File: src/sv/scadec_pkg.sv
`timescale 1ns / 1ps
`default_nettype none

package scadec_pkg;

    localparam logic [7:0] PREFIX_BYTE = 8'hE0;
    localparam logic [6:0] KEY_LSHIFT  = 7'h2A;
    localparam logic [6:0] KEY_RSHIFT  = 7'h36;
    localparam logic [6:0] KEY_CTRL    = 7'h1D;
    localparam logic [6:0] KEY_ALT     = 7'h38;
    localparam logic [6:0] KEY_CAPS    = 7'h3A;

    localparam logic [6:0] ASCII_LOWER_A = 7'h61;
    localparam logic [6:0] ASCII_LOWER_Z = 7'h7A;

    localparam int QDEPTH = 2;
    localparam int QPTR_W = (QDEPTH > 1) ? $clog2(QDEPTH) : 1;
    localparam int QCNT_W = $clog2(QDEPTH + 1);

    typedef enum logic [0:0] {
        EV_CHAR  = 1'b0,
        EV_COMBO = 1'b1
    } event_kind_t;

    // decoded key press handed from the front end to the back end
    typedef struct packed {
        logic [6:0] key;
        logic       shift;
        logic       caps;
        logic       combo;
        logic       ctrl;
        logic       alt;
    } key_op_t;

    function automatic logic [6:0] plain_char(input logic [6:0] key);
        logic [6:0] ch;
        ch = 7'h00;
        case (key)
            7'd1:  ch = 7'h1B;
            7'd2:  ch = 7'h31;
            7'd3:  ch = 7'h32;
            7'd4:  ch = 7'h33;
            7'd5:  ch = 7'h34;
            7'd6:  ch = 7'h35;
            7'd7:  ch = 7'h36;
            7'd8:  ch = 7'h37;
            7'd9:  ch = 7'h38;
            7'd10: ch = 7'h39;
            7'd11: ch = 7'h30;
            7'd12: ch = 7'h2D;
            7'd13: ch = 7'h3D;
            7'd14: ch = 7'h08;
            7'd15: ch = 7'h09;
            7'd16: ch = 7'h71;
            7'd17: ch = 7'h77;
            7'd18: ch = 7'h65;
            7'd19: ch = 7'h72;
            7'd20: ch = 7'h74;
            7'd21: ch = 7'h79;
            7'd22: ch = 7'h75;
            7'd23: ch = 7'h69;
            7'd24: ch = 7'h6F;
            7'd25: ch = 7'h70;
            7'd26: ch = 7'h5B;
            7'd27: ch = 7'h5D;
            7'd28: ch = 7'h0A;
            7'd30: ch = 7'h61;
            7'd31: ch = 7'h73;
            7'd32: ch = 7'h64;
            7'd33: ch = 7'h66;
            7'd34: ch = 7'h67;
            7'd35: ch = 7'h68;
            7'd36: ch = 7'h6A;
            7'd37: ch = 7'h6B;
            7'd38: ch = 7'h6C;
            7'd39: ch = 7'h3B;
            7'd40: ch = 7'h27;
            7'd41: ch = 7'h60;
            7'd43: ch = 7'h5C;
            7'd44: ch = 7'h7A;
            7'd45: ch = 7'h78;
            7'd46: ch = 7'h63;
            7'd47: ch = 7'h76;
            7'd48: ch = 7'h62;
            7'd49: ch = 7'h6E;
            7'd50: ch = 7'h6D;
            7'd51: ch = 7'h2C;
            7'd52: ch = 7'h2E;
            7'd53: ch = 7'h2F;
            7'd55: ch = 7'h2A;
            7'd57: ch = 7'h20;
            default: ch = 7'h00;
        endcase
        return ch;
    endfunction

    function automatic logic [6:0] shift_char(input logic [6:0] key);
        logic [6:0] ch;
        ch = 7'h00;
        case (key)
            7'd1:  ch = 7'h1B;
            7'd2:  ch = 7'h21;
            7'd3:  ch = 7'h40;
            7'd4:  ch = 7'h23;
            7'd5:  ch = 7'h24;
            7'd6:  ch = 7'h25;
            7'd7:  ch = 7'h5E;
            7'd8:  ch = 7'h26;
            7'd9:  ch = 7'h2A;
            7'd10: ch = 7'h28;
            7'd11: ch = 7'h29;
            7'd12: ch = 7'h5F;
            7'd13: ch = 7'h2B;
            7'd14: ch = 7'h08;
            7'd15: ch = 7'h09;
            7'd16: ch = 7'h51;
            7'd17: ch = 7'h57;
            7'd18: ch = 7'h45;
            7'd19: ch = 7'h52;
            7'd20: ch = 7'h54;
            7'd21: ch = 7'h59;
            7'd22: ch = 7'h55;
            7'd23: ch = 7'h49;
            7'd24: ch = 7'h4F;
            7'd25: ch = 7'h50;
            7'd26: ch = 7'h7B;
            7'd27: ch = 7'h7D;
            7'd28: ch = 7'h0A;
            7'd30: ch = 7'h41;
            7'd31: ch = 7'h53;
            7'd32: ch = 7'h44;
            7'd33: ch = 7'h46;
            7'd34: ch = 7'h47;
            7'd35: ch = 7'h48;
            7'd36: ch = 7'h4A;
            7'd37: ch = 7'h4B;
            7'd38: ch = 7'h4C;
            7'd39: ch = 7'h3A;
            7'd40: ch = 7'h22;
            7'd41: ch = 7'h7E;
            7'd43: ch = 7'h7C;
            7'd44: ch = 7'h5A;
            7'd45: ch = 7'h58;
            7'd46: ch = 7'h43;
            7'd47: ch = 7'h56;
            7'd48: ch = 7'h42;
            7'd49: ch = 7'h4E;
            7'd50: ch = 7'h4D;
            7'd51: ch = 7'h3C;
            7'd52: ch = 7'h3E;
            7'd53: ch = 7'h3F;
            7'd55: ch = 7'h2A;
            7'd57: ch = 7'h20;
            default: ch = 7'h00;
        endcase
        return ch;
    endfunction

endpackage

`default_nettype wire

File: src/sv/scadec_front.sv
`timescale 1ns / 1ps
`default_nettype none

module scadec_front
    import scadec_pkg::*;
(
    input  wire logic       clk,
    input  wire logic       rst_n,
    input  wire logic       scan_valid,
    input  wire logic [7:0] scan_byte,
    input  wire logic       q_full,
    output logic            scan_stall,
    output logic            push,
    output key_op_t         push_op
);

    logic prefix_reg, prefix_next;
    logic lshift_reg, lshift_next;
    logic rshift_reg, rshift_next;
    logic lctrl_reg, lctrl_next;
    logic rctrl_reg, rctrl_next;
    logic lalt_reg, lalt_next;
    logic ralt_reg, ralt_next;
    logic caps_reg, caps_next;

    logic       accept;
    logic       is_prefix;
    logic       ext;
    logic       make;
    logic       is_mod;
    logic [6:0] key;
    logic       shift;

    assign scan_stall = q_full;
    assign accept     = scan_valid && !q_full;
    assign is_prefix  = (scan_byte == PREFIX_BYTE);
    assign ext        = prefix_reg;
    assign make       = !scan_byte[7];
    assign key        = scan_byte[6:0];

    always_comb
    begin
        prefix_next = prefix_reg;
        lshift_next = lshift_reg;
        rshift_next = rshift_reg;
        lctrl_next  = lctrl_reg;
        rctrl_next  = rctrl_reg;
        lalt_next   = lalt_reg;
        ralt_next   = ralt_reg;
        caps_next   = caps_reg;
        is_mod      = 1'b1;
        if (accept)
        begin
            if (is_prefix)
            begin
                prefix_next = 1'b1;
            end
            else
            begin
                prefix_next = 1'b0;
                if (!ext && key == KEY_LSHIFT)
                    lshift_next = make;
                else if (!ext && key == KEY_RSHIFT)
                    rshift_next = make;
                else if (!ext && key == KEY_CTRL)
                    lctrl_next = make;
                else if (ext && key == KEY_CTRL)
                    rctrl_next = make;
                else if (!ext && key == KEY_ALT)
                    lalt_next = make;
                else if (ext && key == KEY_ALT)
                    ralt_next = make;
                else if (!ext && key == KEY_CAPS)
                begin
                    if (make)
                        caps_next = !caps_reg;
                end
                else
                    is_mod = 1'b0;
            end
        end
    end

    // only plain make codes of ordinary keys go on to the lookup
    assign push  = accept && !is_prefix && make && !is_mod && !ext;
    assign shift = lshift_reg || rshift_reg;

    always_comb
    begin
        push_op.key   = key;
        push_op.shift = shift;
        push_op.caps  = caps_reg;
        push_op.combo = rctrl_reg && shift;
        push_op.ctrl  = lctrl_reg || rctrl_reg;
        push_op.alt   = lalt_reg || ralt_reg;
    end

    always_ff @(posedge clk or negedge rst_n)
    begin
        if (!rst_n)
        begin
            prefix_reg <= 1'b0;
            lshift_reg <= 1'b0;
            rshift_reg <= 1'b0;
            lctrl_reg  <= 1'b0;
            rctrl_reg  <= 1'b0;
            lalt_reg   <= 1'b0;
            ralt_reg   <= 1'b0;
            caps_reg   <= 1'b0;
        end
        else
        begin
            prefix_reg <= prefix_next;
            lshift_reg <= lshift_next;
            rshift_reg <= rshift_next;
            lctrl_reg  <= lctrl_next;
            rctrl_reg  <= rctrl_next;
            lalt_reg   <= lalt_next;
            ralt_reg   <= ralt_next;
            caps_reg   <= caps_next;
        end
    end

endmodule

`default_nettype wire

File: src/sv/scadec_queue.sv
`timescale 1ns / 1ps
`default_nettype none

module scadec_queue
    import scadec_pkg::*;
(
    input  wire logic    clk,
    input  wire logic    rst_n,
    input  wire logic    push,
    input  wire key_op_t push_op,
    input  wire logic    pop,
    output logic         full,
    output logic         not_empty,
    output key_op_t      head_op
);

    key_op_t             entry_reg [QDEPTH];
    logic [QPTR_W-1:0]   wr_ptr_reg, wr_ptr_next;
    logic [QPTR_W-1:0]   rd_ptr_reg, rd_ptr_next;
    logic [QCNT_W-1:0]   count_reg, count_next;

    function automatic logic [QPTR_W-1:0] ptr_inc(input logic [QPTR_W-1:0] p);
        logic [QPTR_W-1:0] r;
        if (p == QPTR_W'(QDEPTH - 1))
            r = '0;
        else
            r = p + QPTR_W'(1);
        return r;
    endfunction

    assign full      = (count_reg == QCNT_W'(QDEPTH));
    assign not_empty = (count_reg != '0);
    assign head_op   = entry_reg[rd_ptr_reg];

    always_comb
    begin
        wr_ptr_next = push ? ptr_inc(wr_ptr_reg) : wr_ptr_reg;
        rd_ptr_next = pop ? ptr_inc(rd_ptr_reg) : rd_ptr_reg;
        count_next  = count_reg;
        if (push && !pop)
            count_next = count_reg + QCNT_W'(1);
        else if (pop && !push)
            count_next = count_reg - QCNT_W'(1);
    end

    always_ff @(posedge clk or negedge rst_n)
    begin
        if (!rst_n)
        begin
            wr_ptr_reg <= '0;
            rd_ptr_reg <= '0;
            count_reg  <= '0;
        end
        else
        begin
            wr_ptr_reg <= wr_ptr_next;
            rd_ptr_reg <= rd_ptr_next;
            count_reg  <= count_next;
        end
    end

    always_ff @(posedge clk)
    begin
        if (push)
            entry_reg[wr_ptr_reg] <= push_op;
    end

endmodule

`default_nettype wire

File: src/sv/scadec_back.sv
`timescale 1ns / 1ps
`default_nettype none

module scadec_back
    import scadec_pkg::*;
(
    input  wire logic    clk,
    input  wire logic    rst_n,
    input  wire logic    q_not_empty,
    input  wire key_op_t head_op,
    input  wire logic    char_stall,
    output logic         pop,
    output logic         char_valid,
    output logic [6:0]   char_code,
    output logic         event_kind,
    output logic         ctrl_held,
    output logic         alt_held
);

    logic        valid_reg, valid_next;
    logic [6:0]  code_reg;
    event_kind_t kind_reg;
    logic        ctrl_reg;
    logic        alt_reg;

    logic        load_ok;
    logic [6:0]  lo;
    logic [6:0]  hi;
    logic        is_letter;
    logic [6:0]  ch;
    logic        emit;
    event_kind_t kind;

    assign lo        = plain_char(head_op.key);
    assign hi        = shift_char(head_op.key);
    assign is_letter = (lo inside {[ASCII_LOWER_A:ASCII_LOWER_Z]});

    always_comb
    begin
        if (head_op.combo)
        begin
            ch   = lo;
            kind = EV_COMBO;
        end
        else
        begin
            kind = EV_CHAR;
            if (is_letter)
                ch = (head_op.shift != head_op.caps) ? hi : lo;
            else
                ch = head_op.shift ? hi : lo;
        end
    end

    // unmapped keys are dropped here; combos pass even with a zero code
    assign emit    = head_op.combo || (ch != 7'h00);
    assign load_ok = !valid_reg || !char_stall;
    assign pop     = q_not_empty && load_ok;

    always_comb
    begin
        valid_next = valid_reg;
        if (load_ok)
            valid_next = pop && emit;
    end

    always_ff @(posedge clk or negedge rst_n)
    begin
        if (!rst_n)
            valid_reg <= 1'b0;
        else
            valid_reg <= valid_next;
    end

    always_ff @(posedge clk)
    begin
        if (pop && emit)
        begin
            code_reg <= ch;
            kind_reg <= kind;
            ctrl_reg <= head_op.ctrl;
            alt_reg  <= head_op.alt;
        end
    end

    assign char_valid = valid_reg;
    assign char_code  = code_reg;
    assign event_kind = kind_reg;
    assign ctrl_held  = ctrl_reg;
    assign alt_held   = alt_reg;

endmodule

`default_nettype wire

File: src/sv/scan_code_to_ascii_decoder_top.sv
// Channel   Valid        Stall        Payload
// scan      scan_valid   scan_stall   scan_byte[7:0]
// char      char_valid   char_stall   char_code[6:0], event_kind, ctrl_held, alt_held
//
// One byte a cycle is accepted while scan_stall is low; the front end updates its flags
// and writes the key into the two-entry queue, and a lookup fills the output register.
// Reset clears the prefix, modifier and caps-lock flags, the queue and the output valid.
// A stalled output holds the queue; scan_stall rises only when the queue is full.
`timescale 1ns / 1ps
`default_nettype none

module scan_code_to_ascii_decoder_top
    import scadec_pkg::*;
(
    input  wire logic       clk,
    input  wire logic       rst_n,
    input  wire logic       scan_valid,
    output logic            scan_stall,
    input  wire logic [7:0] scan_byte,
    output logic            char_valid,
    input  wire logic       char_stall,
    output logic [6:0]      char_code,
    output logic            event_kind,
    output logic            ctrl_held,
    output logic            alt_held
);

    logic    q_full;
    logic    q_not_empty;
    logic    push;
    logic    pop;
    key_op_t push_op;
    key_op_t head_op;

    scadec_front u_front (
        .clk        (clk),
        .rst_n      (rst_n),
        .scan_valid (scan_valid),
        .scan_byte  (scan_byte),
        .q_full     (q_full),
        .scan_stall (scan_stall),
        .push       (push),
        .push_op    (push_op)
    );

    scadec_queue u_queue (
        .clk       (clk),
        .rst_n     (rst_n),
        .push      (push),
        .push_op   (push_op),
        .pop       (pop),
        .full      (q_full),
        .not_empty (q_not_empty),
        .head_op   (head_op)
    );

    scadec_back u_back (
        .clk         (clk),
        .rst_n       (rst_n),
        .q_not_empty (q_not_empty),
        .head_op     (head_op),
        .char_stall  (char_stall),
        .pop         (pop),
        .char_valid  (char_valid),
        .char_code   (char_code),
        .event_kind  (event_kind),
        .ctrl_held   (ctrl_held),
        .alt_held    (alt_held)
    );

endmodule

`default_nettype wire
File: config.mk
export PLATFORM = sky130hd
export DESIGN_NAME = scan_code_to_ascii_decoder_top
export DESIGN_NICKNAME = d
export VERILOG_FILES = /design/src/sv/scadec_pkg.sv /design/src/sv/scadec_front.sv /design/src/sv/scadec_queue.sv /design/src/sv/scadec_back.sv /design/src/sv/scan_code_to_ascii_decoder_top.sv
export SDC_FILE = /design/constraint.sdc
export NUM_CORES = 1
export LEC_CHECK = 0
export BUFFER_PORTS_ARGS = -buffer_cell sky130_fd_sc_hd__buf_4
export CORE_ASPECT_RATIO = 1.5
export CORE_MARGIN = 2
export CORE_UTILIZATION = 62
export CTS_CLUSTER_DIAMETER = 40
export DETAILED_ROUTE_END_ITERATION = 10
export PLACE_DENSITY = 0.88
export REMOVE_ABC_BUFFERS = 1
export SYNTH_ARGS = -nofsm -noshare
export SYNTH_HDL_FRONTEND = slang
export SYNTH_SLANG_ARGS = --single-unit
File: constraint.sdc
create_clock -name clk -period 5.3 [get_ports clk]
set_input_delay 0.53 -clock clk [delete_from_list [all_inputs] [get_ports clk]]
set_output_delay 0.53 -clock clk [all_outputs]
set_load 0.1 [all_outputs]
# == After elaboration in Yosys (flattened, before gate mapping) ==
# Memories as Yosys holds them, arrays and structs flattened.
# Index checks and enable logic that the tools add are counted.
# totals
wordCells,107
regBits,23
romBits,896
mem_bits_rw,24
output_inout_bits,12
inputBits,12
mem_count,3
# memory_table
name,depth,width,rd,rd_ports_with_merged_regs,wr,line_no,text
(name not given),64,7,1,0,0,scadec_pkg.sv:100,case (key)
(name not given),64,7,1,0,0,scadec_pkg.sv:38,case (key)
u_queue.entry_reg,2,12,1,0,1,scadec_queue.sv:17,key_op_t entry_reg [QDEPTH];
# classes
eq_ne,8
add_sub_neg,4
order_cmp,2
mux,23
n_reduce_logical,43
bitwise_logic,8
# ops
cell,n
$mux 7,6
$eq 7x6->1 const B,4
$logic_and 1x1->1,18
$mux 1,15
$logic_not 1->1,10
$reduce_and 10->1,1
$eq 8x8->1 const B,1
$not 1->1,8
$reduce_and 8->1,1
$eq 7x5->1 const B,1
$ge 7x7->1 const B,1
$le 7x7->1 const B,1
$reduce_and 7->1,1
$reduce_bool 7->1,1
$reduce_and 6->1,1
$logic_or 1x1->1,5
$reduce_and 5->1,1
$mux 2,2
$reduce_and 4->1,1
$reduce_bool 2->1,2
$reduce_and 3->1,1
$add 1x1->1 const B,2
$add 2x1->2 const B,1
$eq 2x2->1 const B,1
2 further kinds,2

# == Depth between registers and ports, before layout ==
# Gate-level depths: netlist of the first run.
# logic_depth
ltp_word,18
mapped_depth,16

# == By module ==
# From an unflattened synthesis of the first run, not the netlist that was laid out.
# unflattened
hier_cells,390
hier_area_um2,3758.6
# by_module_without_submodules
mod,area_each_um2,cells_each,instances
scadec_back,2064.5,270,1
scadec_queue,1089.8,53,1
scadec_front,604.3,67,1

# == Worst setup path before layout of the first run ==
# Ideal clock, no wire load.
# synth_timing
path_type,register to register
from,register u_queue.rd_ptr_reg
to,register u_back.alt_reg (netlist: u_back.alt_held) (enable)
setup_slack_ns,1.254
setup_time_ns,0.385
t_arrival_ns,3.661
path_stages_with_launch,14
required_ns,4.915
path_cell_list,dfrtp_1 > buf_6 > mux2i_2 > inv_1 > ha_1 > clkbuf_1 > mux4_2 > nor2_1 > nor3_1 > nor4_1 > a2111oi_0 > o31ai_1 > a211oi_1 > a31oi_1
# synth_between
elab_chain_cells,10
# synth_lines
item,line_no,text
start: declaration,scadec_queue.sv:19,"logic [QPTR_W-1:0] rd_ptr_reg, rd_ptr_next;"
start signal: assignment,scadec_queue.sv:57,rd_ptr_reg <= rd_ptr_next;
$mem_v2 2x12 (*),n/a,
$mem_v2 64x7,n/a,
$mux 7,scadec_pkg.sv:38,
$ge 7x7->1 or $le 7x7->1 (tied branches),scadec_back.sv:36,assign is_letter = (lo inside {[ASCII_LOWER_A:ASCII_LOWER_Z]});
$logic_and 1x1->1,scadec_back.sv:36,
$mux 7,scadec_back.sv:48,if (is_letter)
$mux 7,scadec_back.sv:40,if (head_op.combo)
$reduce_bool 7->1,scadec_back.sv:56,assign emit = head_op.combo || (ch != 7'h00);
$logic_or 1x1->1 (*),scadec_back.sv:56,
$logic_and 1x1->1 (*),scadec_back.sv:77,if (pop && emit)
end signal: assignment,scadec_back.sv:82,alt_reg <= head_op.alt;
end: declaration,scadec_back.sv:24,logic alt_reg;
# Every way passes the cells marked *; elsewhere a longest branch is shown, timed or not.
# A chain may end at the register's enable or synchronous reset.

# == Worst setup path in the final report of the first run ==
# layout_timing
from,register u_queue.rd_ptr_reg
to,register u_back.code_reg[4] (netlist: u_back.char_code[4]) (enable)
# layout_between
elab_chain_cells,10
# layout_lines
item,line_no,text
$mem_v2 2x12 (*),n/a,
$mem_v2 64x7,n/a,
$mux 7,scadec_pkg.sv:38,
$ge 7x7->1 or $le 7x7->1 (tied branches),scadec_back.sv:36,
$logic_and 1x1->1,scadec_back.sv:36,
$mux 7,scadec_back.sv:48,
$mux 7,scadec_back.sv:40,
$reduce_bool 7->1,scadec_back.sv:56,
$logic_or 1x1->1 (*),scadec_back.sv:56,
$logic_and 1x1->1 (*),scadec_back.sv:77,
end signal: assignment,scadec_back.sv:79,code_reg <= ch;
end: declaration,scadec_back.sv:21,logic [6:0] code_reg;
# Marked as above.

==> results.md, run 1 <==
- Vias: between 3,000 and 4,000
- Placer Congestion: a little over 1
- Tightest Pin Transition: roughly 1.1 ns
- Pwr Density: roughly 630 nW/um^2
- Clk network pwr share: a little over a tenth
- Die area: 7110 um^2
- Number of synthesized flops with an enable pin: 34
- Final Skew: around 0.015 ns
- Area of the multi-input gates: between 2000 and 2500 um^2
- Total routed wirelength: around 10 mm
- CTS tree: built
- Maximum clock rate: ~0.2 GHz
- Clk buf depth: 2
- Leak Pwr: between 1.5 and 2 nW
- 1st-iter DRT viols: between 400 and 500
- Setup TNS: 0 ns
- Final net count: about 450
- Die W: 69.5 um
- Final instance area: between 4000 and 5000 um^2
- Vias in the first global route: ~3,400
- P_int: 0.00125 W
- Vias/cell: roughly 6.9
- Syn_area_per_cell: 9.46 um^2
- Post-CTS setup buffer count: 0
- ANT cells: 0
- WL/cell: approximately 20 um
- Crit-path max FO: 19
- H-tree depth: 2
- Synth unique cells: just over 80
- Starting Density: ~65%
- Fin crit share: around 92%
- Seq/Total Area, Yosys: ~34%
- Number of I/O port buffers: 23
- Filler cell count: 482
- Initial antenna violation count: 0
- Synth async-reset ratio: between 20 and 30%
- Largest register FFs: 24
- Switching part of the total: between 50% and 60%
- Worst vdd ir: between 400 and 500 uV
- Worst-skew pair later-pin latency: just over 0.3 ns
- Global-route wire length before repair: between 15 and 20 mm
- Seq cells post-synth: 47
- CTS sink cnt: 47
- Max_slew headroom: 23.6%
- Ports: 24
- Antenna Nets Post-Route: 0
- Sequential cell fraction of total power: 22.3%
- Root Driver: clkbuf_8
- Gr ovfl total: 0
- Row Count: 35
- Detailed placement HPWL: 7.43 mm
- Critical path launch point type: flop
- Mapped Area: 3990 um^2
- Storage cell area: 1350 um^2
- Synth Flop Type: edfxtp_1
- Final setup vio count: 0
- Yosys warning count: 0
- CTS clk-pin slew, worst paths: around 0.10 ns
- Min-delay worst type: in2async
- Fin. Hold Viols: 0
- Die H: ~100 um
- Post-DP Area: approximately 4100 um^2
- Cells after synthesis: 422
- Core area: 6170 um^2
- RSZ-0062 raised after global routing: false
- Largest net degree at the start of global routing: 34
- Post-cts resize count: 0
- All-layer global routing usage: 29.2%
- TritonRoute pass-1 iters: 7
- Power share of the combinational group: between 60% and 70%
- Status: completed
- DRC viols: 0
- Net switching power: 0.00142 W
- Layout cells sized above 1: about 17%
- Cts hold-fix bufs: 0
- Critical path arrival: a little under 5 ns
- Max-slew violations: 0
- Critical Path End Type: flop
- Req. time, crit path: roughly 5.2 ns
- CP Class: reg2reg
- Area grow syn2layout: 5.58%
- CTS Buf Count: 5
- Post-route minimum period: ~4.9 ns
- Max-cap violations: 0
power by group through the flow:
stage	registers (W)	logic, W	clock network, W
6_report	0.000596	0.00179	0.000279
3_5_place_dp	0.000604	0.00176	0
4_1_cts	0.000596	0.00176	0.000284
5_1_grt	0.000607	0.00191	0.000298
2_1_floorplan	0.000924	0.00102	0
3_3_place_gp	0.000596	0.00174	0
layout make-up:
| class | count | share of cell area, % |
|---|---|---|
| clock buffers | 7 | 2.82 |
| clock inverters | 1 | 0.267 |
| inverters | 16 | 1.48 |
| multi-input cells | 328 | 56.1 |
| flip-flops and latches | 47 | 32.0 |
| well taps | 74 | 2.20 |
| repair buffers | 29 | 5.16 |
kinds of logic (layout without fill, tap and decap cells):
group / Yosys count / after routing / share of synthesized area [%]
AOI/OAI and AO/OA: 120 / 120 / 22.3
adders and majority gates: 13 / 13 / 4.07
xor gates and xnor gates: 11 / 11 / 2.41
muxes: 36 / 36 / 11.3
DFF: 47 / 47 / 33.7
and+or+nand+nor: 148 / 148 / 19.1
buffers and inverters: 47 / 53 / 7.05
cells in the mapped netlist (4+ instances only):
| master | number | share of area, % |
|---|---|---|
| a21oi_1 | 19 | 2.4 |
| a22oi_1 | 4 | 0.75 |
| a31oi_1 | 5 | 0.78 |
| buf_2 | 11 | 1.4 |
| buf_6 | 4 | 1.1 |
| clkbuf_1 | 8 | 0.75 |
| dfrtp_1 | 13 | 8.1 |
| edfxtp_1 | 34 | 26 |
| ha_1 | 13 | 4.1 |
| inv_1 | 14 | 1.3 |
| mux2_2 | 9 | 2.5 |
| mux2i_1 | 17 | 4.3 |
| mux2i_4 | 4 | 2.3 |
| nand2_1 | 38 | 3.6 |
| nand2b_1 | 12 | 1.9 |
| nand3_1 | 11 | 1.4 |
| nor2_1 | 32 | 3.0 |
| nor2b_1 | 9 | 1.4 |
| nor3_1 | 14 | 1.8 |
| nor4_1 | 5 | 0.78 |
| o211ai_1 | 10 | 1.9 |
| o21ai_0 | 21 | 2.6 |
| o21ai_1 | 6 | 0.75 |
| o32ai_1 | 4 | 0.88 |
| xnor2_1 | 5 | 1.1 |
| xor2_1 | 6 | 1.3 |
layer usage:
| metal | GRT usage [%] | vias to the layer above | routed length [um] |
|---|---|---|---|
| met4 | 19.2 | 0 | 657 |
| met5 | 0 | - | 0 |
| met1 | 33.7 | 1620 | 3780 |
| met2 | 50.5 | 193 | 4960 |
| li1 | - | 1612 | - |
| met3 | 4.64 | 51 | 606 |
metrics by stage:
stage | hold WS (ns) | instances | total power [W] | util (%) | setup WS, ns
3_3_place_gp | 0.383 | 494 | 0.00234 | 66.2 | 0.718
5_1_grt | 0.0561 | 502 | 0.00282 | 68.3 | 0.0000679
4_1_cts | 0.0530 | 502 | 0.00264 | 68.3 | 0.472
3_5_place_dp | 0.390 | 494 | 0.00236 | 66.2 | 0.475
2_1_floorplan | 0.234 | 391 | 0.00194 | - | 0.275
6_report | 0.0545 | 502 | 0.00267 | 68.3 | 0.411
cell usage in the layout (no fill, tap or decap), types with 6 or more instances in the layout:
cell type,count
nor2_1,32
xor2_1,6
mux2i_1,17
nor2b_1,9
edfxtp_1,34
mux2_2,9
nor3_1,14
buf_4,29
nand3_1,11
nand2_1,38
dfrtp_1,12
o211ai_1,10
nand2b_1,12
o21ai_1,6
ha_1,13
a21oi_1,19
inv_1,14
o21ai_0,21
worst paths after layout:
check / cells after the start / endpoint / start / slack, ns
worst min register to register: 2 / u_front.lshift_reg / u_front.lshift_reg / 0.50
worst max register to register: 11 / u_back.char_code[4] / u_queue.rd_ptr_reg / 0.41
worst max-delay path: 11 / u_back.char_code[4] / u_queue.rd_ptr_reg / 0.41
min in group clk: 1 / u_queue.entry_reg[1][10] / scan_byte[5] / 0.43
max in group asynchronous: 1 / u_queue.rd_ptr_reg / rst_n / 5.05
worst min-delay path: 1 / u_queue.count_reg[1] / rst_n / 0.05
critical path, stage by stage (launching register included):
cell and delay, ns:
dfrtp_2 0.66, mux2i_2 0.60, inv_1 0.25, ha_1 0.35, mux4_2 0.51, nor2_1 0.14
nor3_1 0.11, nor4_1 0.43, a2111oi_0 0.14, o31ai_1 0.31, a211oi_1 0.08, a31oi_1 0.93
Power figures use the tool's default switching activity.
==> run 2, diff against run 1 <==
Settings changed: CORE_UTILIZATION 62 to 65, PLACE_DENSITY 0.88 to 0.91.
Clock period 5.3 ns to 6.1 ns, I/O delays scaled along.
==> run 2 against run 1 <==
  * Wire length down 1.2%
  * Design area shrank 0.86%
  * Clock power fell by 23%
  * First-iteration DRC count fell by 1.9%
  * Global-route usage increased by 2.9 points
  * Cell count is 0.40% lower
  * Register-to-register slack better by 0.84 ns
  * Sequential share of layout area is 0.28 points higher
  * Critical path type unchanged
  * Non-clock buffer count shrank 2
==> results.md, run 2 (synthesis results as in run 1) <==
- Status: completed (unchanged)
- R2r endpoint: u_back.ctrl_held (was u_back.char_code[4])
- Initial antenna violation count: 0 (unchanged)
- Setup TNS: 0 ns (unchanged)
- CTS Buf Count: 5 (unchanged)
- Critical path launch point type: flop (unchanged)
- Cts hold-fix bufs: 0 (unchanged)
- CTS clk-pin slew, worst paths: 0.09 ns (was 0.10 ns)
- Worst-skew pair later-pin latency: 0.31 ns (about the same)
- Number of I/O port buffers: 23 (unchanged)
- WL/cell: 19.8 um (was 19.9 um)
- Register-to-register setup slack: 1.25 ns (was 0.41 ns)
- Final worst slack: 1.25 ns (was 0.411 ns)
- Final Skew: 0.0161 ns (was 0.0153 ns)
- Post-route minimum period: 4.85 ns (was 4.89 ns)
- Worst slack, placed: 1.40 ns (was 0.475 ns)
- Die W: 68.0 um (was 69.5 um)
- Global-route wire length before repair: 16.3 mm (was 16.4 mm)
- Worst vdd ir: 323 uV (was 472 uV)
- Req. time, crit path: 6.04 ns (was 5.24 ns)
- Largest net degree at the start of global routing: 43 (was 34)
- Placer Congestion: 1.05 (was 1.02)
- Final net count: 450 (was 452)
- Worst r2r path cells: 12 (was 11)
- Tightest Pin Transition: 1.11 ns (was 1.14 ns)
- Vias/cell: 6.98 (was 6.92)
- Min-delay worst type: in2async (unchanged)
- Row Count: 35 (unchanged)
- Crit path launch: u_queue.rd_ptr_reg (unchanged)
- Inst Count DP: 492 (was 494)
- Gr ovfl total: 0 (unchanged)
- Crit-path max FO: 11 (was 19)
- Maximum clock rate: 0.206 GHz (was 0.205 GHz)
- Post-layout util: 69.2% (was 68.3%)
- Most common cell after layout, fill and taps aside: nand2_1 (unchanged)
- ANT cells: 0 (unchanged)
- Root Driver: clkbuf_8 (unchanged)
- Layout cells sized above 1: 16.9% (was 17.3%)
- Final non-filler cell total: 500 (was 502)
- 1st-iter DRT viols: 416 (was 424)
- Final setup vio count: 0 (unchanged)
- H-tree depth: 2 (unchanged)
- Core area: 6040 um^2 (was 6170 um^2)
- Fin crit share: 79.5% (was 92.3%)
- Net switching power: 0.00123 W (was 0.00142 W)
- CTS tree: built (unchanged)
- Vias in the first global route: 3,351 (was 3,368)
- Filler cell count: 465 (was 482)
- Power share of the combinational group: 68.2% (was 67.2%)
- Die H: 100 um (was 102 um)
- Die area: 6800 um^2 (was 7110 um^2)
- Critical R2R Launch: u_queue.rd_ptr_reg (unchanged)
- CP Class: reg2reg (unchanged)
- RSZ-0062 raised after global routing: false (unchanged)
- Ports: 24 (unchanged)
- Critical path arrival: 4.79 ns (was 4.83 ns)
- Commonest non-fill, non-tap cells in the layout: nand2_1 (38), edfxtp_1 (34), nor2_1 (32) (unchanged)
- Clk network pwr share: 9.4% (was 10.5%)
- Max_slew headroom: 25.6% (was 23.6%)
- CTS sink cnt: 47 (unchanged)
- All-layer global routing usage: 32.1% (was 29.2%)
- Clk buf depth: 2 (unchanged)
- Vias: 3,492 (was 3,476)
- TritonRoute pass-1 iters: 5 (was 7)
- Max-cap violations: 0 (unchanged)
- Largest register FFs: 24 (unchanged)
- Sequential cell fraction of total power: 22.4% (was 22.3%)
- Starting Density: 66.1% (was 64.7%)
- Leak Pwr: 1.54 nW (was 1.56 nW)
- DRC viols: 0 (unchanged)
- Post-CTS setup buffer count: 0 (unchanged)
- Max-slew violations: 0 (unchanged)
- Switching part of the total: 53.9% (was 53.1%)
- Area grow syn2layout: 4.67% (was 5.58%)
- Total routed wirelength: 9.89 mm (was 10.0 mm)
- Antenna Nets Post-Route: 0 (unchanged)
- Post-cts resize count: 0 (unchanged)
- Detailed placement HPWL: 7.26 mm (was 7.43 mm)
- P_int: 0.00106 W (was 0.00125 W)
- Critical Path End Type: flop (unchanged)
- Fin. Hold Viols: 0 (unchanged)
- Pwr Density: 548 nW/um^2 (was 633 nW/um^2)
run 2: how the worst max path moves through the flow:
stage,endpoint,slack (ns),cells past startpoint
floorplan,u_back.alt_held,1.08,11
global placement,u_back.char_code[4],1.59,12
detailed placement,u_back.event_kind,1.40,11
CTS,u_back.char_code[0],1.34,12
global route,u_back.event_kind,0.92,12
finish,u_back.ctrl_held,1.25,12
run 2: power by group through the flow:
stage                     clock network (W)  logic [W]  registers (W)
after floorplan                           0   0.000884       0.000802
after global placement                    0    0.00148       0.000511
after detailed placement                  0    0.00151       0.000519
after CTS                          0.000220    0.00152       0.000512
after global routing               0.000231    0.00166       0.000523
final                              0.000215    0.00156       0.000512
run 2: cell type report:
class | count | area, um^2 | area share (%)
clock buffer | 6 | 93.8 | 2.25
clock inverter | 2 | 15.0 | 0.359
multi-input combinational | 328 | 2360 | 56.6
inverter | 16 | 62.6 | 1.50
timing repair buffer | 27 | 203 | 4.85
tap | 74 | 92.6 | 2.22
sequential | 47 | 1350 | 32.2
run 2: per-stage QoR:
step	total power, W	hold WS (ns)	area (um^2)
after CTS	0.00226	0.126	4180
after global placement	0.00200	0.459	4070
final	0.00229	0.127	4180
after detailed placement	0.00203	0.466	4070
after global routing	0.00242	0.133	4180
after floorplan	0.00169	0.314	3770
run 2: routing by layer:
layer / global-route usage [%] / vias to the layer above / routed length [um]
met5: 0 / - / 0
met3: 6.61 / 59 / 562
met4: 22.5 / 0 / 747
met1: 38.7 / 1652 / 3760
li1: - / 1607 / -
met2: 50.0 / 174 / 4810
run 2: critical path, cell delays in order, from the launching register on:
cell and delay [ns]:
dfrtp_2 0.56, mux2i_2 0.60, inv_1 0.27, ha_1 0.37
inv_1 0.18, mux4_2 0.26, nor2_1 0.05, nor3_1 0.45
nor2_1 0.15, nor4_2 0.40, nand4b_1 0.21, nand3_1 0.12
a31oi_1 0.86
==> run 3, diff against run 2 <==
Settings changed: ABC_AREA from default to 1, CORE_UTILIZATION 65 to 56, PLACE_DENSITY 0.91 to 0.84.
Clock period 6.1 ns to 4.3 ns, I/O delays scaled along.
==> run 3 against run 2 <==
  * Clock-buffer cell count did not move
  * Cell count rose by 23%
  * Die area rose by 8.3%
  * Non-clock buffer count rose by 3
  * Design area fell by 3.5%
  * Global-route usage fell by 6.0 points
  * Critical path depth rose by 13
  * Maximum frequency rose by 31%
  * Area after synthesis fell by 6.3%
  * Worst setup slack got worse by 0.65 ns
  * First-iteration DRC count fell by 20%
  * Clock skew rose by 0.0019 ns
  * Critical path type unchanged
  * Largest cell class unchanged
==> results.md, run 3 <==
- CTS tree: built (unchanged)
- Layout cells sized above 1: 15.5% (was 16.9%)
- Tightest Pin Transition: 0.981 ns (was 1.11 ns)
- Row Count: 36 (was 35)
- Die W: 70.7 um (was 68.0 um)
- Syn_area_per_cell: 7.23 um^2 (was 9.46 um^2)
- Count leader, synth: nand2_1 (unchanged)
- Gr ovfl total: 0 (unchanged)
- Final instance area: 4030 um^2 (was 4180 um^2)
- CTS sink cnt: 47 (unchanged)
- Vias: 3,520 (was 3,492)
- Core area: 6490 um^2 (was 6040 um^2)
- Synth Flop Type: edfxtp_1 (unchanged)
- Share of Yosys cell area claimed by the top area cell type: 27.3% (was 25.6%)
- Number of I/O port buffers: 23 (unchanged)
- ANT cells: 0 (unchanged)
- Slowest cell on the critical path: dfrtp_1 (was a31oi_1)
- Crit path top cell by count: nand2_1
- Final non-filler cell total: 613 (was 500)
- Final net count: 561 (was 450)
- Worst slack, placed: 0.644 ns (was 1.40 ns)
- 1st-iter DRT viols: 331 (was 416)
- Min-Delay Path Depth: 1
- Placer Congestion: 0.992 (was 1.05)
- Antenna Nets Post-Route: 0 (unchanged)
- WL/cell: 14.8 um (was 19.8 um)
- Most common library cells after synthesis: nand2_1 (162), nand3_1 (67), inv_1 (56), edfxtp_1 (34), o21ai_0 (34) (was nand2_1 (38), edfxtp_1 (34), nor2_1 (32), o21ai_0 (21), a21oi_1 (19))
- Inst Count DP: 604 (was 492)
- Hold_sp: scan_byte[5]
- Final Skew: 0.0180 ns (was 0.0161 ns)
- Post-cts resize count: 0 (unchanged)
- Filler cell count: 607 (was 465)
- Initial antenna violation count: 0 (unchanged)
- Synth area leaders: edfxtp_1 (27%), nand2_1 (16%), nand3_1 (9.0%) (was edfxtp_1 (26%), dfrtp_1 (8.1%), mux2i_1 (4.3%))
- Detailed placement HPWL: 6.78 mm (was 7.26 mm)
- H-tree depth: 2 (unchanged)
- Synth unique cells: 38 (was 82)
- Critical path arrival: 3.68 ns (was 4.79 ns)
- Commonest non-fill, non-tap cells in the layout: nand2_1 (162), nand3_1 (67), inv_1 (56) (was nand2_1 (38), edfxtp_1 (34), nor2_1 (32))
- Number of synthesized flops with an enable pin: 34 (unchanged)
- Final setup vio count: 0 (unchanged)
- Area of the multi-input gates: 2010 um^2 (was 2360 um^2)
- Status: completed (unchanged)
- Largest net degree at the start of global routing: 31 (was 43)
- Crit-path max FO: 12 (was 11)
- Maximum clock rate: 0.270 GHz (was 0.206 GHz)
- Worst r2r path cells: 25 (was 12)
- Starting Density: 57.7% (was 66.1%)
- Critical Path End Type: flop (unchanged)
- Vias/cell: 5.74 (was 6.98)
- Synth async-reset ratio: 27.7% (unchanged)
- Critical R2R Launch: u_queue.rd_ptr_reg (unchanged)
- Die area: 7360 um^2 (was 6800 um^2)
- Mapped Area: 3740 um^2 (was 3990 um^2)
- Req. time, crit path: 4.28 ns (was 6.04 ns)
- Critical path launch point type: flop (unchanged)
- Die H: 104 um (was 100 um)
- Crit path launch: u_queue.rd_ptr_reg (unchanged)
- Total routed wirelength: 9.09 mm (was 9.89 mm)
- Ports: 24 (unchanged)
- RSZ-0062 raised after global routing: false (unchanged)
- Clk buf depth: 2 (unchanged)
- All-layer global routing usage: 26.0% (was 32.1%)
- Dominant cell type by area after synthesis: edfxtp_1 (unchanged)
- CTS Buf Count: 5 (unchanged)
- Area grow syn2layout: 7.80% (was 4.67%)
- Min-delay worst type: in2reg (was in2async)
- Final worst slack: 0.600 ns (was 1.25 ns)
- Max-cap violations: 0 (unchanged)
- Post-route minimum period: 3.70 ns (was 4.85 ns)
- CTS clk-pin slew, worst paths: 0.10 ns (was 0.09 ns)
- TritonRoute pass-1 iters: 6 (was 5)
- Root Driver: clkbuf_8 (unchanged)
- DRC viols: 0 (unchanged)
- Global-route wire length before repair: 15.6 mm (was 16.3 mm)
- Fin. Hold Viols: 0 (unchanged)
- CP Class: reg2reg (unchanged)
- Yosys warning count: 0 (unchanged)
- Seq/Total Area, Yosys: 36.0% (was 33.7%)
- Cells after synthesis: 517 (was 422)
- Setup TNS: 0 ns (unchanged)
- Crit path largest cell delay: 0.57 ns (was 0.86 ns)
- Fin crit share: 86.1% (was 79.5%)
- Max_slew headroom: 34.4% (was 25.6%)
- Seq cells post-synth: 47 (unchanged)
- Vias in the first global route: 3,548 (was 3,351)
- Post-DP Area: 3910 um^2 (was 4070 um^2)
- Storage cell area: 1350 um^2 (about the same)
- Max-slew violations: 0 (unchanged)
- Most common cell after layout, fill and taps aside: nand2_1 (unchanged)
- Largest register FFs: 24 (unchanged)
- Worst-skew pair later-pin latency: 0.30 ns (was 0.31 ns)
==> run 3: changes by cell type after synthesis, sizes merged, moves of 9 or more <==
| cell | change |
|---|---|
| nand2b | -12 |
| nor3 | -10 |
| mux2i | -20 |
| inv | +47 |
| nand3 | +59 |
| nand2 | +148 |
| mux2 | -12 |
| o21ai | +10 |
| nor2b | -9 |
==> run 3: through the flow <==
stage | hold slack [ns] | util (%)
floorplan | 0.134 | -
detailed placement | 0.281 | 60.3
CTS | 0.319 | 62.2
global placement | 0.280 | 60.3
finish | 0.326 | 62.2
global route | 0.322 | 62.2
==> run 3: metal layers <==
metal / wire, um / vias up / GRT usage (%)
met1: 3340 / 1593 / 27.5
li1: - / 1721 / -
met4: 608 / 0 / 17.4
met5: 0 / - / 0
met2: 4720 / 152 / 46.5
met3: 427 / 54 / 3.68
==> run 3: area by class of cell <==
cell class,count,share of cell area [%]
clock buffer,6,2.33
clock inverter,2,0.372
inverter,65,6.11
multi-input combinational,387,49.8
sequential,47,33.4
tap,76,2.36
timing repair buffer,30,5.65
==> run 3: path summary, 6_finish.rpt <==
kind	endpoint	slack, ns
worst max register to register	u_back.char_code[0]	0.60
max in group asynchronous	u_front.lshift_reg	3.65
worst min register to register	u_front.lshift_reg	0.49
min in group asynchronous	u_front.ralt_reg	0.48
worst max-delay path	u_back.char_code[0]	0.60
worst min-delay path	u_queue.entry_reg[1][10]	0.33
==> run 3: timing repair <==
item,CTS,global route
buffers inserted,0,0
hold buffers,1,0
endpoints found under the hold margin,13,0
==> run 3: logic make-up (layout without fill, tap and decap cells) <==
kind of cell	Yosys count	in the layout	share of synthesized area, %
fa+ha+maj	13	13	4.35
flops	47	47	36.0
xor+xnor	6	6	1.41
buf+inv	83	103	10.3
simple gates	303	303	37.9
mux	3	3	0.803
compound gates	62	62	9.17
==> run 3: critical path, delay by kind of cell, from the launching register on <==
family	cells	cell delay, ns
AND/OR/NAND/NOR	20	1.82
buffers and inverters	4	0.67
flip-flops	1	0.57
adder cells (fa/ha/maj)	1	0.30
Power of run 3 is not shown: default switching activity piles up to over one toggle a cycle in this logic, so the estimate is an artifact.
